===== src/rtl/lod_stitched_grid_index_generator_unit_macros.svh =====
// Assertion macros shared by the generator RTL.
`ifndef LOD_STITCHED_GRID_INDEX_GENERATOR_UNIT_MACROS_SVH
`define LOD_STITCHED_GRID_INDEX_GENERATOR_UNIT_MACROS_SVH

// Same-cycle implication, disabled while reset is asserted.
`define LSGI_ASSERT_IMP(lbl, clk, rst_n, ante, cons) \
  lbl: assert property (@(posedge clk) disable iff (!rst_n) (ante) |-> (cons)) \
    else $error("lsgi: same-cycle check failed");

// Next-cycle implication, disabled while reset is asserted.
`define LSGI_ASSERT_NXT(lbl, clk, rst_n, ante, cons) \
  lbl: assert property (@(posedge clk) disable iff (!rst_n) (ante) |=> (cons)) \
    else $error("lsgi: next-cycle check failed");

`endif


===== src/rtl/lsgi_pkg.sv =====
package lsgi_pkg;

  localparam int unsigned IDX_W          = 15;
  localparam int unsigned CFG_W          = 3;
  localparam int unsigned LOD_W          = 2;
  localparam int unsigned MASK_W         = 4;
  localparam int unsigned LOG_W          = 4;
  localparam int unsigned MIN_PATCH_LOG2 = 2;
  localparam logic [CFG_W-1:0] CFG_RESET = 3'd5;

  localparam int unsigned STITCH_NORTH_BIT = 0;
  localparam int unsigned STITCH_SOUTH_BIT = 1;
  localparam int unsigned STITCH_WEST_BIT  = 2;
  localparam int unsigned STITCH_EAST_BIT  = 3;

  // Bit k+1 of a fan section code lines up with stitch mask bit k.
  typedef enum logic [4:0] {
    SEC_MAIN  = 5'b00001,
    SEC_NORTH = 5'b00010,
    SEC_SOUTH = 5'b00100,
    SEC_WEST  = 5'b01000,
    SEC_EAST  = 5'b10000
  } section_e;

  typedef enum logic [1:0] {
    TRI_0 = 2'd0,
    TRI_1 = 2'd1,
    TRI_2 = 2'd2
  } sub_e;

  typedef struct packed {
    section_e sec;
    sub_e     sub;
  } cursor_ctl_t;

endpackage


===== src/rtl/lsgi_tri_corners.sv =====
module lsgi_tri_corners #(
  parameter int unsigned MAX_PATCH_LOG2 = 7
) (
  input  lsgi_pkg::cursor_ctl_t              ctl_i,
  input  logic [MAX_PATCH_LOG2-1:0]          row_i,
  input  logic [MAX_PATCH_LOG2-1:0]          col_i,
  input  logic [MAX_PATCH_LOG2:0]            step_i,
  input  logic [lsgi_pkg::LOG_W-1:0]         log2_i,
  output logic [lsgi_pkg::IDX_W-1:0]         corner_a_o,
  output logic [lsgi_pkg::IDX_W-1:0]         corner_b_o,
  output logic [lsgi_pkg::IDX_W-1:0]         corner_c_o
);

  localparam int unsigned CW = MAX_PATCH_LOG2 + 1;
  localparam int unsigned WW = CW + MAX_PATCH_LOG2 + 1;

  logic [CW-1:0] s, s2, p, z, x;
  logic [CW-1:0] za, xa, zb, xb, zc, xc;

  function automatic logic [lsgi_pkg::IDX_W-1:0] vtx(
    input logic [CW-1:0]              zz,
    input logic [CW-1:0]              xx,
    input logic [lsgi_pkg::LOG_W-1:0] sh
  );
    logic [WW-1:0] acc;
    acc = (WW'(zz) << sh) + WW'(zz) + WW'(xx);
    return lsgi_pkg::IDX_W'(acc);
  endfunction

  always_comb begin
    s  = step_i;
    s2 = step_i << 1;
    p  = CW'(1) << log2_i;
    z  = CW'(row_i);
    x  = CW'(col_i);
    za = '0; xa = '0; zb = '0; xb = '0; zc = '0; xc = '0;
    case (ctl_i.sec)
      lsgi_pkg::SEC_NORTH: begin
        z = p - s;
        case (ctl_i.sub)
          lsgi_pkg::TRI_0: begin
            za = z + s; xa = x;     zb = z;     xb = x + s;  zc = z; xc = x;
          end
          lsgi_pkg::TRI_1: begin
            za = z + s; xa = x;     zb = z + s; xb = x + s2; zc = z; xc = x + s;
          end
          default: begin
            za = z + s; xa = x + s2; zb = z;    xb = x + s2; zc = z; xc = x + s;
          end
        endcase
      end
      lsgi_pkg::SEC_SOUTH: begin
        case (ctl_i.sub)
          lsgi_pkg::TRI_0: begin
            za = s;  xa = x;     zb = s; xb = x + s;  zc = '0; xc = x;
          end
          lsgi_pkg::TRI_1: begin
            za = '0; xa = x;     zb = s; xb = x + s;  zc = '0; xc = x + s2;
          end
          default: begin
            za = s;  xa = x + s; zb = s; xb = x + s2; zc = '0; xc = x + s2;
          end
        endcase
      end
      lsgi_pkg::SEC_WEST: begin
        case (ctl_i.sub)
          lsgi_pkg::TRI_0: begin
            za = z;      xa = '0; zb = z + s;  xb = s; zc = z;     xc = s;
          end
          lsgi_pkg::TRI_1: begin
            za = z + s2; xa = '0; zb = z + s;  xb = s; zc = z;     xc = '0;
          end
          default: begin
            za = z + s2; xa = '0; zb = z + s2; xb = s; zc = z + s; xc = s;
          end
        endcase
      end
      lsgi_pkg::SEC_EAST: begin
        x = p - s;
        case (ctl_i.sub)
          lsgi_pkg::TRI_0: begin
            za = z;     xa = x; zb = z + s;  xb = x;     zc = z;      xc = x + s;
          end
          lsgi_pkg::TRI_1: begin
            za = z + s; xa = x; zb = z + s2; xb = x + s; zc = z;      xc = x + s;
          end
          default: begin
            za = z + s; xa = x; zb = z + s2; xb = x;     zc = z + s2; xc = x + s;
          end
        endcase
      end
      default: begin
        if (ctl_i.sub == lsgi_pkg::TRI_0) begin
          za = z + s; xa = x; zb = z;     xb = x + s; zc = z; xc = x;
        end else begin
          za = z + s; xa = x; zb = z + s; xb = x + s; zc = z; xc = x + s;
        end
      end
    endcase
  end

  assign corner_a_o = vtx(za, xa, log2_i);
  assign corner_b_o = vtx(zb, xb, log2_i);
  assign corner_c_o = vtx(zc, xc, log2_i);

endmodule


===== src/rtl/lod_stitched_grid_index_generator_unit.sv =====
// Generates the triangle list of a square terrain patch at a chosen detail level, one triangle
// per transfer: the main grid by rows, then the north, south, west and east stitching fans.
// A transfer with restart set latches the level and stitch mask and yields the first triangle of
// the new range at once; while a range runs, every input transfer yields exactly one triangle and
// the final one carries last_in_range. With no range running and restart clear, an input
// transfer yields nothing. The cursor update and the shift-add index datapath sit between the
// cursor registers and the result register, so a triangle can be taken every cycle, and input is
// held back only while the result register is full and not being taken. Writing patch_size_log2
// ends any range in progress.
`include "lod_stitched_grid_index_generator_unit_macros.svh"

module lod_stitched_grid_index_generator_unit #(
  parameter int unsigned MAX_PATCH_LOG2 = 7,
  parameter int unsigned MAX_LEVELS     = 4
) (
  input  logic                              clk_i,
  input  logic                              rst_ni,
  input  logic                              cfg_we_i,
  input  logic [lsgi_pkg::CFG_W-1:0]        cfg_wdata_i,
  input  logic                              in_valid_i,
  output logic                              in_ready_o,
  input  logic                              restart_i,
  input  logic [lsgi_pkg::LOD_W-1:0]        lod_level_i,
  input  logic [lsgi_pkg::MASK_W-1:0]       stitch_mask_i,
  output logic                              out_valid_o,
  input  logic                              out_ready_i,
  output logic [lsgi_pkg::IDX_W-1:0]        corner_a_o,
  output logic [lsgi_pkg::IDX_W-1:0]        corner_b_o,
  output logic [lsgi_pkg::IDX_W-1:0]        corner_c_o,
  output logic                              last_in_range_o
);

  localparam int unsigned PW = MAX_PATCH_LOG2;
  localparam int unsigned CW = PW + 1;
  localparam int unsigned SW = CW + 1;

  logic [lsgi_pkg::CFG_W-1:0]  patch_log2_q;
  logic                        busy_q;
  logic [lsgi_pkg::LOD_W-1:0]  level_q;
  logic [lsgi_pkg::MASK_W-1:0] mask_q;
  lsgi_pkg::section_e          sec_q;
  lsgi_pkg::sub_e              sub_q;
  logic [PW-1:0]               row_q, col_q;
  logic                        out_valid_q;
  logic [lsgi_pkg::IDX_W-1:0]  corner_a_q, corner_b_q, corner_c_q;
  logic                        last_q;

  logic [lsgi_pkg::LOG_W-1:0]  log2_eff, coarsest;
  logic                        in_fire;

  logic                        cur_busy;
  logic [lsgi_pkg::LOD_W-1:0]  cur_level;
  logic [lsgi_pkg::MASK_W-1:0] cur_mask;
  lsgi_pkg::cursor_ctl_t       cur_ctl;
  logic [PW-1:0]               cur_row, cur_col;

  logic                        busy_d;
  lsgi_pkg::section_e          sec_d;
  lsgi_pkg::sub_e              sub_d;
  logic [PW-1:0]               row_d, col_d;

  logic [CW-1:0]               step;
  logic [SW-1:0]               s_w, p_w, x_start, z_start, x_end, z_end;
  logic [SW-1:0]               col_inc, row_inc, along, along2;
  logic                        fan_end, fan_ns, go_next;
  logic [lsgi_pkg::MASK_W-1:0] rem;
  logic [lsgi_pkg::IDX_W-1:0]  corner_a_d, corner_b_d, corner_c_d;
  logic                        in_main, in_fan;

  assign in_ready_o = !out_valid_q || out_ready_i;
  assign in_fire    = in_valid_i && in_ready_o;

  always_comb begin
    if (int'(patch_log2_q) < int'(lsgi_pkg::MIN_PATCH_LOG2)) begin
      log2_eff = lsgi_pkg::LOG_W'(lsgi_pkg::MIN_PATCH_LOG2);
    end else if (int'(patch_log2_q) > int'(MAX_PATCH_LOG2)) begin
      log2_eff = lsgi_pkg::LOG_W'(MAX_PATCH_LOG2);
    end else begin
      log2_eff = lsgi_pkg::LOG_W'(patch_log2_q);
    end
    if (int'(log2_eff) - int'(lsgi_pkg::MIN_PATCH_LOG2) > int'(MAX_LEVELS) - 1) begin
      coarsest = lsgi_pkg::LOG_W'(MAX_LEVELS - 1);
    end else begin
      coarsest = log2_eff - lsgi_pkg::LOG_W'(lsgi_pkg::MIN_PATCH_LOG2);
    end
  end

  // Cursor as seen by this transfer, after a restart has taken effect.
  always_comb begin
    cur_busy    = busy_q;
    cur_level   = level_q;
    cur_mask    = mask_q;
    cur_ctl.sec = sec_q;
    cur_ctl.sub = sub_q;
    if (restart_i) begin
      cur_busy    = 1'b1;
      cur_ctl.sec = lsgi_pkg::SEC_MAIN;
      cur_ctl.sub = lsgi_pkg::TRI_0;
      if (lsgi_pkg::LOG_W'(lod_level_i) >= coarsest) begin
        cur_level = lsgi_pkg::LOD_W'(coarsest);
        cur_mask  = '0;
      end else begin
        cur_level = lod_level_i;
        cur_mask  = stitch_mask_i;
      end
    end
    step    = CW'(1) << cur_level;
    s_w     = SW'(step);
    p_w     = SW'(1) << log2_eff;
    x_start = cur_mask[lsgi_pkg::STITCH_WEST_BIT]  ? s_w : '0;
    z_start = cur_mask[lsgi_pkg::STITCH_SOUTH_BIT] ? s_w : '0;
    x_end   = p_w - (cur_mask[lsgi_pkg::STITCH_EAST_BIT]  ? s_w : '0);
    z_end   = p_w - (cur_mask[lsgi_pkg::STITCH_NORTH_BIT] ? s_w : '0);
    cur_row = restart_i ? PW'(z_start) : row_q;
    cur_col = restart_i ? PW'(x_start) : col_q;
  end

  always_comb begin
    fan_ns  = (cur_ctl.sec == lsgi_pkg::SEC_NORTH) || (cur_ctl.sec == lsgi_pkg::SEC_SOUTH);
    col_inc = SW'(cur_col) + s_w;
    row_inc = SW'(cur_row) + s_w;
    along   = fan_ns ? SW'(cur_col) : SW'(cur_row);
    along2  = along + (s_w << 1);
    fan_end = along2 >= p_w;

    rem = cur_mask;
    case (cur_ctl.sec)
      lsgi_pkg::SEC_MAIN: begin
      end
      lsgi_pkg::SEC_NORTH: begin
        rem[lsgi_pkg::STITCH_NORTH_BIT] = 1'b0;
      end
      lsgi_pkg::SEC_SOUTH: begin
        rem[lsgi_pkg::STITCH_NORTH_BIT] = 1'b0;
        rem[lsgi_pkg::STITCH_SOUTH_BIT] = 1'b0;
      end
      lsgi_pkg::SEC_WEST: begin
        rem[lsgi_pkg::STITCH_NORTH_BIT] = 1'b0;
        rem[lsgi_pkg::STITCH_SOUTH_BIT] = 1'b0;
        rem[lsgi_pkg::STITCH_WEST_BIT]  = 1'b0;
      end
      default: begin
        rem = '0;
      end
    endcase

    go_next = 1'b0;
    busy_d  = cur_busy;
    sec_d   = cur_ctl.sec;
    sub_d   = cur_ctl.sub;
    row_d   = cur_row;
    col_d   = cur_col;

    if (cur_ctl.sec == lsgi_pkg::SEC_MAIN) begin
      if (cur_ctl.sub == lsgi_pkg::TRI_0) begin
        sub_d = lsgi_pkg::TRI_1;
      end else begin
        sub_d = lsgi_pkg::TRI_0;
        if (col_inc >= x_end) begin
          col_d = PW'(x_start);
          if (row_inc >= z_end) begin
            go_next = 1'b1;
          end else begin
            row_d = PW'(row_inc);
          end
        end else begin
          col_d = PW'(col_inc);
        end
      end
    end else begin
      case (cur_ctl.sub)
        lsgi_pkg::TRI_0: begin
          sub_d = lsgi_pkg::TRI_1;
        end
        lsgi_pkg::TRI_1: begin
          if (fan_end && (fan_ns ? cur_mask[lsgi_pkg::STITCH_EAST_BIT]
                                 : cur_mask[lsgi_pkg::STITCH_NORTH_BIT])) begin
            go_next = 1'b1;
          end else begin
            sub_d = lsgi_pkg::TRI_2;
          end
        end
        default: begin
          if (fan_end) begin
            go_next = 1'b1;
          end else begin
            sub_d = lsgi_pkg::TRI_0;
            if (fan_ns) begin
              col_d = PW'(along2);
            end else begin
              row_d = PW'(along2);
            end
          end
        end
      endcase
    end

    if (go_next) begin
      row_d = '0;
      col_d = '0;
      if (rem[lsgi_pkg::STITCH_NORTH_BIT]) begin
        sec_d = lsgi_pkg::SEC_NORTH;
      end else if (rem[lsgi_pkg::STITCH_SOUTH_BIT]) begin
        sec_d = lsgi_pkg::SEC_SOUTH;
      end else if (rem[lsgi_pkg::STITCH_WEST_BIT]) begin
        sec_d = lsgi_pkg::SEC_WEST;
      end else if (rem[lsgi_pkg::STITCH_EAST_BIT]) begin
        sec_d = lsgi_pkg::SEC_EAST;
      end else begin
        busy_d = 1'b0;
      end
      // A fan whose first corner is stitched starts on its middle triangle.
      if ((sec_d == lsgi_pkg::SEC_NORTH) || (sec_d == lsgi_pkg::SEC_SOUTH)) begin
        sub_d = cur_mask[lsgi_pkg::STITCH_WEST_BIT] ? lsgi_pkg::TRI_1 : lsgi_pkg::TRI_0;
      end else begin
        sub_d = cur_mask[lsgi_pkg::STITCH_SOUTH_BIT] ? lsgi_pkg::TRI_1 : lsgi_pkg::TRI_0;
      end
    end
  end

  lsgi_tri_corners #(
    .MAX_PATCH_LOG2(MAX_PATCH_LOG2)
  ) u_corners (
    .ctl_i     (cur_ctl),
    .row_i     (cur_row),
    .col_i     (cur_col),
    .step_i    (step),
    .log2_i    (log2_eff),
    .corner_a_o(corner_a_d),
    .corner_b_o(corner_b_d),
    .corner_c_o(corner_c_d)
  );

  always_ff @(posedge clk_i or negedge rst_ni) begin
    if (!rst_ni) begin
      patch_log2_q <= lsgi_pkg::CFG_RESET;
      busy_q       <= 1'b0;
      level_q      <= '0;
      mask_q       <= '0;
      sec_q        <= lsgi_pkg::SEC_MAIN;
      sub_q        <= lsgi_pkg::TRI_0;
      row_q        <= '0;
      col_q        <= '0;
      out_valid_q  <= 1'b0;
    end else begin
      if (cfg_we_i) begin
        patch_log2_q <= cfg_wdata_i;
        busy_q       <= 1'b0;
      end else if (in_fire && cur_busy) begin
        busy_q       <= busy_d;
      end
      if (in_fire && cur_busy) begin
        level_q     <= cur_level;
        mask_q      <= cur_mask;
        sec_q       <= sec_d;
        sub_q       <= sub_d;
        row_q       <= row_d;
        col_q       <= col_d;
        out_valid_q <= 1'b1;
      end else if (out_ready_i) begin
        out_valid_q <= 1'b0;
      end
    end
  end

  always_ff @(posedge clk_i) begin
    if (in_fire && cur_busy) begin
      corner_a_q <= corner_a_d;
      corner_b_q <= corner_b_d;
      corner_c_q <= corner_c_d;
      last_q     <= !busy_d;
    end
  end

  assign out_valid_o     = out_valid_q;
  assign corner_a_o      = corner_a_q;
  assign corner_b_o      = corner_b_q;
  assign corner_c_o      = corner_c_q;
  assign last_in_range_o = last_q;

  assign in_main = busy_q && (sec_q == lsgi_pkg::SEC_MAIN);
  assign in_fan  = busy_q && (sec_q != lsgi_pkg::SEC_MAIN);

  `LSGI_ASSERT_NXT(a_last_ends_range, clk_i, rst_ni, in_fire && cur_busy && !busy_d, !busy_q)
  `LSGI_ASSERT_NXT(a_restart_yields, clk_i, rst_ni, in_fire && restart_i, out_valid_q)
  `LSGI_ASSERT_IMP(a_fan_is_stitched, clk_i, rst_ni, in_fan, (sec_q[4:1] & mask_q) != 4'd0)
  `LSGI_ASSERT_IMP(a_main_two_tris, clk_i, rst_ni, in_main, !sub_q[1])

endmodule

===== config.mk =====
export PLATFORM = sky130hd
export DESIGN_NAME = lod_stitched_grid_index_generator_unit
export DESIGN_NICKNAME = d
export VERILOG_FILES = /design/src/rtl/lsgi_pkg.sv /design/src/rtl/lsgi_tri_corners.sv /design/src/rtl/lod_stitched_grid_index_generator_unit.sv
export VERILOG_INCLUDE_DIRS = /design/src /design/src/rtl
export SDC_FILE = /design/constraint.sdc
export NUM_CORES = 1
export LEC_CHECK = 0
export ABC_AREA = 0
export BUFFER_PORTS_ARGS = -buffer_cell sky130_fd_sc_hd__buf_2
export CAP_MARGIN = 0
export CELL_PAD_IN_SITES_DETAIL_PLACEMENT = 0
export CELL_PAD_IN_SITES_GLOBAL_PLACEMENT = 2
export CORE_AREA = 2 2 170 172
export DETAILED_ROUTE_END_ITERATION = 10
export DIE_AREA = 0 0 172 174
export PLACE_DENSITY = 0.84
export SLEW_MARGIN = 20
export SYNTH_ARGS = -nofsm -noshare
export SYNTH_HDL_FRONTEND = slang
export SYNTH_SLANG_ARGS = --single-unit

===== constraint.sdc =====
create_clock -name clk_i -period 17.8 [get_ports clk_i]
set_input_delay 2.67 -clock clk_i [delete_from_list [all_inputs] [get_ports clk_i]]
set_output_delay 2.67 -clock clk_i [all_outputs]
set_load 0.005 [all_outputs]

==> results.tsv <==
stage	metric	value	unit
routing	wl_per_cell	24.4	um
routing	drt_iter0_drc	1222	
setup_path	worstPathRequired	17.88	ns
sta	finalMaxSlewViolations	0	
global_route	grt.busiest_layer	met2	
setup_path	worst_path_most_repeated_cell	inv_1	
clocking	cts.sinks	78	
place	port_buffers	62	
sta	max_freq	90.6	MHz
routing	route.vias.total	11049	
routing	drc	0	
clocking	clkTransAtPathRegs	0.07	ns
sta	finalHoldViolations	0	
clocking	h-tree-depth	3	
final_layout	drive_above_1_share	0.120	
sta	rsz0062_at_grt	false	
final_layout	fillers	2942	
run	drv_cap	0	
logic_synthesis	ys_types	103	
place	pre_cts_slack	6.56	ns
logic_synthesis	synthesis.area	11000	um2
logic_synthesis	synthCells	1399	
sta	finalClockSkew	0.0148	ns
worst_hold_path	hp-class	reg -> reg	
logic_synthesis	yosys.area.top_type	edfxtp_1	
power_and_ir_drop	power_density	95.7	nW/um2
routing	drt_pass1_iterations	5	
clocking	holdBufCountCts	0	
logic_synthesis	synth_area_leaders	edfxtp_1, ha_1, dfrtp_1	
sta	fin_crit	11.04	ns
status	outcome	finished, final reports clean	
setup_path	startpoint_type	primary input	
sta	slew_headroom	0.234	
global_route	gr-total-overflow	0	
logic_synthesis	synthFlopType	edfxtp_1	
logic_synthesis	avgSynthCellArea	7.89	um2
floorplanning	fp.dieW	172	um
global_route	gr-usage-all-layers	0.303	
setup_path	cp_max_fo	10	
place	gp_congestion	1.04	
global_route	grt_start_max_net_pins	47	
logic_synthesis	synth_edf_count	46	
clocking	clock_latency	0.37	ns
setup_path	slowest_delay	0.78	ns
final_layout	layout.cells.most_common	nor2_1	
routing	detail-route-antenna-nets	0	
routing	routed_wl	44.6	mm
setup_path	worstSetupPathType	in -> reg	
sta	tightest_slew	1.15	ns
setup_path	worstPathArrival	11.12	ns
logic_synthesis	synth_warnings	0	
clocking	post-cts-setup-buffer-count	0	
floorplanning	rows	62	
clocking	post_cts_resized	0	
place	dp_hpwl	34.1	mm
clocking	cts_root_buffer	clkbuf_16	
floorplanning	start_util	0.391	
floorplanning	ioPinCount	63	
power_and_ir_drop	peakVddDrop	0.0000384	V
sta	fin_ws	6.76	ns
clocking	cts_buffer_depth	2	
power_and_ir_drop	p_leak	5.25	nW
place	post_dp_cell_area	11800	um2
final_layout	layout_common_cells	nor2_1, nand2_1, a21oi_1, o21ai_0, inv_1	
floorplanning	die_h	174	um
routing	viasPerCell	6.05	
sta	setup_viol	0	
sta	fin_crit_sh	0.620	
floorplanning	design.core.area	28200	um2
sta	setup_tns	0	ns
setup_path	cpMaxStageDelayCell	a22oi_1	
logic_synthesis	synth.top_cell.area_share	0.125	
global_route	grt_use_met3	0.0430	
global_route	use_met1	0.406	
logic_synthesis	synth-seq-area-share	0.198	
final_layout	design_area	12100	um2
final_layout	num-nets-final	1567	
final_layout	area_growth	9.68	%
final_layout	antenna_cells	0	
logic_synthesis	synthArstFlopShare	0.410	
clocking	numCtsBuffers	9	
global_route	met2_usage	0.477	
global_route	antenna_found_initial	0	
logic_synthesis	ys_ff_latch	78	
setup_path	crit_path_end_kind	register	
clocking	cts_tree	done	
floorplanning	die-area	29900	um2
global_route	grt_pass1_vias	10700	
global_route	grt_first_pass_wirelength	67.8	mm
==> metrics by stage <==
| stage | hold slack (ns) | utilization | std cells | total power [mW] |
|---|---|---|---|---|
| after detailed placement | 0.468 | 0.417 | 1811 | 0.941 |
| after floorplan | 0.439 | - | 1412 | 0.725 |
| after CTS | 0.485 | 0.429 | 1827 | 1.16 |
| after global placement | 0.456 | 0.417 | 1811 | 0.939 |
| after global routing | 0.508 | 0.429 | 1827 | 1.24 |
| final | 0.479 | 0.429 | 1827 | 1.16 |
==> final cells by class <==
class / instances / area, um2 / share of cell area
multi-input combinational: 1155 / 8200 / 0.677
sequential: 78 / 2190 / 0.181
timing repair buffer: 93 / 543 / 0.0448
tap: 384 / 480 / 0.0397
inverter: 101 / 379 / 0.0313
clock buffer: 10 / 229 / 0.0189
clock inverter: 6 / 93.8 / 0.00775
==> Yosys cell counts, types with 11 or more instances <==
| cell | n |
|---|---|
| nor2_1 | 134 |
| nor3_1 | 22 |
| mux2_2 | 12 |
| a21o_1 | 44 |
| dfrtp_1 | 29 |
| and2_1 | 12 |
| nor2b_1 | 20 |
| a211oi_1 | 14 |
| xnor2_1 | 61 |
| o221ai_1 | 13 |
| a31oi_1 | 11 |
| o211ai_1 | 17 |
| clkbuf_1 | 52 |
| xor2_1 | 17 |
| a21oi_1 | 122 |
| buf_2 | 13 |
| fa_1 | 34 |
| a22oi_1 | 14 |
| nand3_1 | 18 |
| ha_1 | 80 |
| mux2i_1 | 11 |
| inv_1 | 100 |
| nand2_1 | 132 |
| a22o_1 | 14 |
| o21ai_0 | 104 |
| o21bai_1 | 11 |
| nand2b_1 | 22 |
| o22ai_1 | 25 |
| edfxtp_1 | 46 |
==> metal layers <==
| layer | wire, um | up-vias |
|---|---|---|
| met5 | 0 | - |
| met4 | 2310 | 0 |
| met3 | 3020 | 103 |
| met2 | 20100 | 505 |
| met1 | 19200 | 5261 |
| li1 | - | 5180 |
==> power by group <==
part | total (mW) | internal (mW) | switching, mW
sequential | 0.258 | 0.239 | 0.0196
clock | 0.210 | 0.124 | 0.0861
combinational | 0.690 | 0.248 | 0.442
==> flip-flops by register name, indices dropped and copies added (netlist names) <==
| signal | cells |
|---|---|
| sub_q | 2 |
| last_in_range_o | 1 |
| row_q | 7 |
| corner_b_o | 15 |
| corner_a_o | 15 |
| sec_q | 5 |
| corner_c_o | 15 |
| busy_q | 1 |
| patch_log2_q | 3 |
| out_valid_o | 1 |
| level_q | 2 |
| col_q | 7 |
| mask_q | 4 |
==> worst max-delay path: cells and delay by family <==
family | cells | cell delay (ns)
AND/OR/NAND/NOR | 9 | 1.94
adder cells (fa/ha/maj) | 5 | 2.02
buffers and inverters | 8 | 1.10
AO/OA/AOI/OAI | 11 | 3.37
==> path summary, 6_finish.rpt <==
path                            depth (start not counted)              to  slack, ns       startpoint
worst min-delay path                                    2        col_q[3]       0.48         col_q[3]
worst min register to register                          2        col_q[3]       0.48         col_q[3]
worst max register to register                         33  corner_c_o[14]       7.72  patch_log2_q[0]
min in group asynchronous                               1        col_q[3]       2.42           rst_ni
worst max-delay path                                   33  corner_c_o[14]       6.76   lod_level_i[0]
max in group asynchronous                               1      level_q[0]      14.79           rst_ni
==> cells by family (layout without fill, tap and decap cells) <==
logic type,after synthesis,in the layout,share of synthesized area
fa+ha+maj,116,116,0.154
other cells,2,15,0.000680
mux,26,26,0.0283
xor+xnor,78,78,0.0619
compound gates,510,510,0.317
simple gates,410,410,0.175
flops,78,78,0.198
buf+inv,179,210,0.0650
Power figures use the tool's default switching activity.
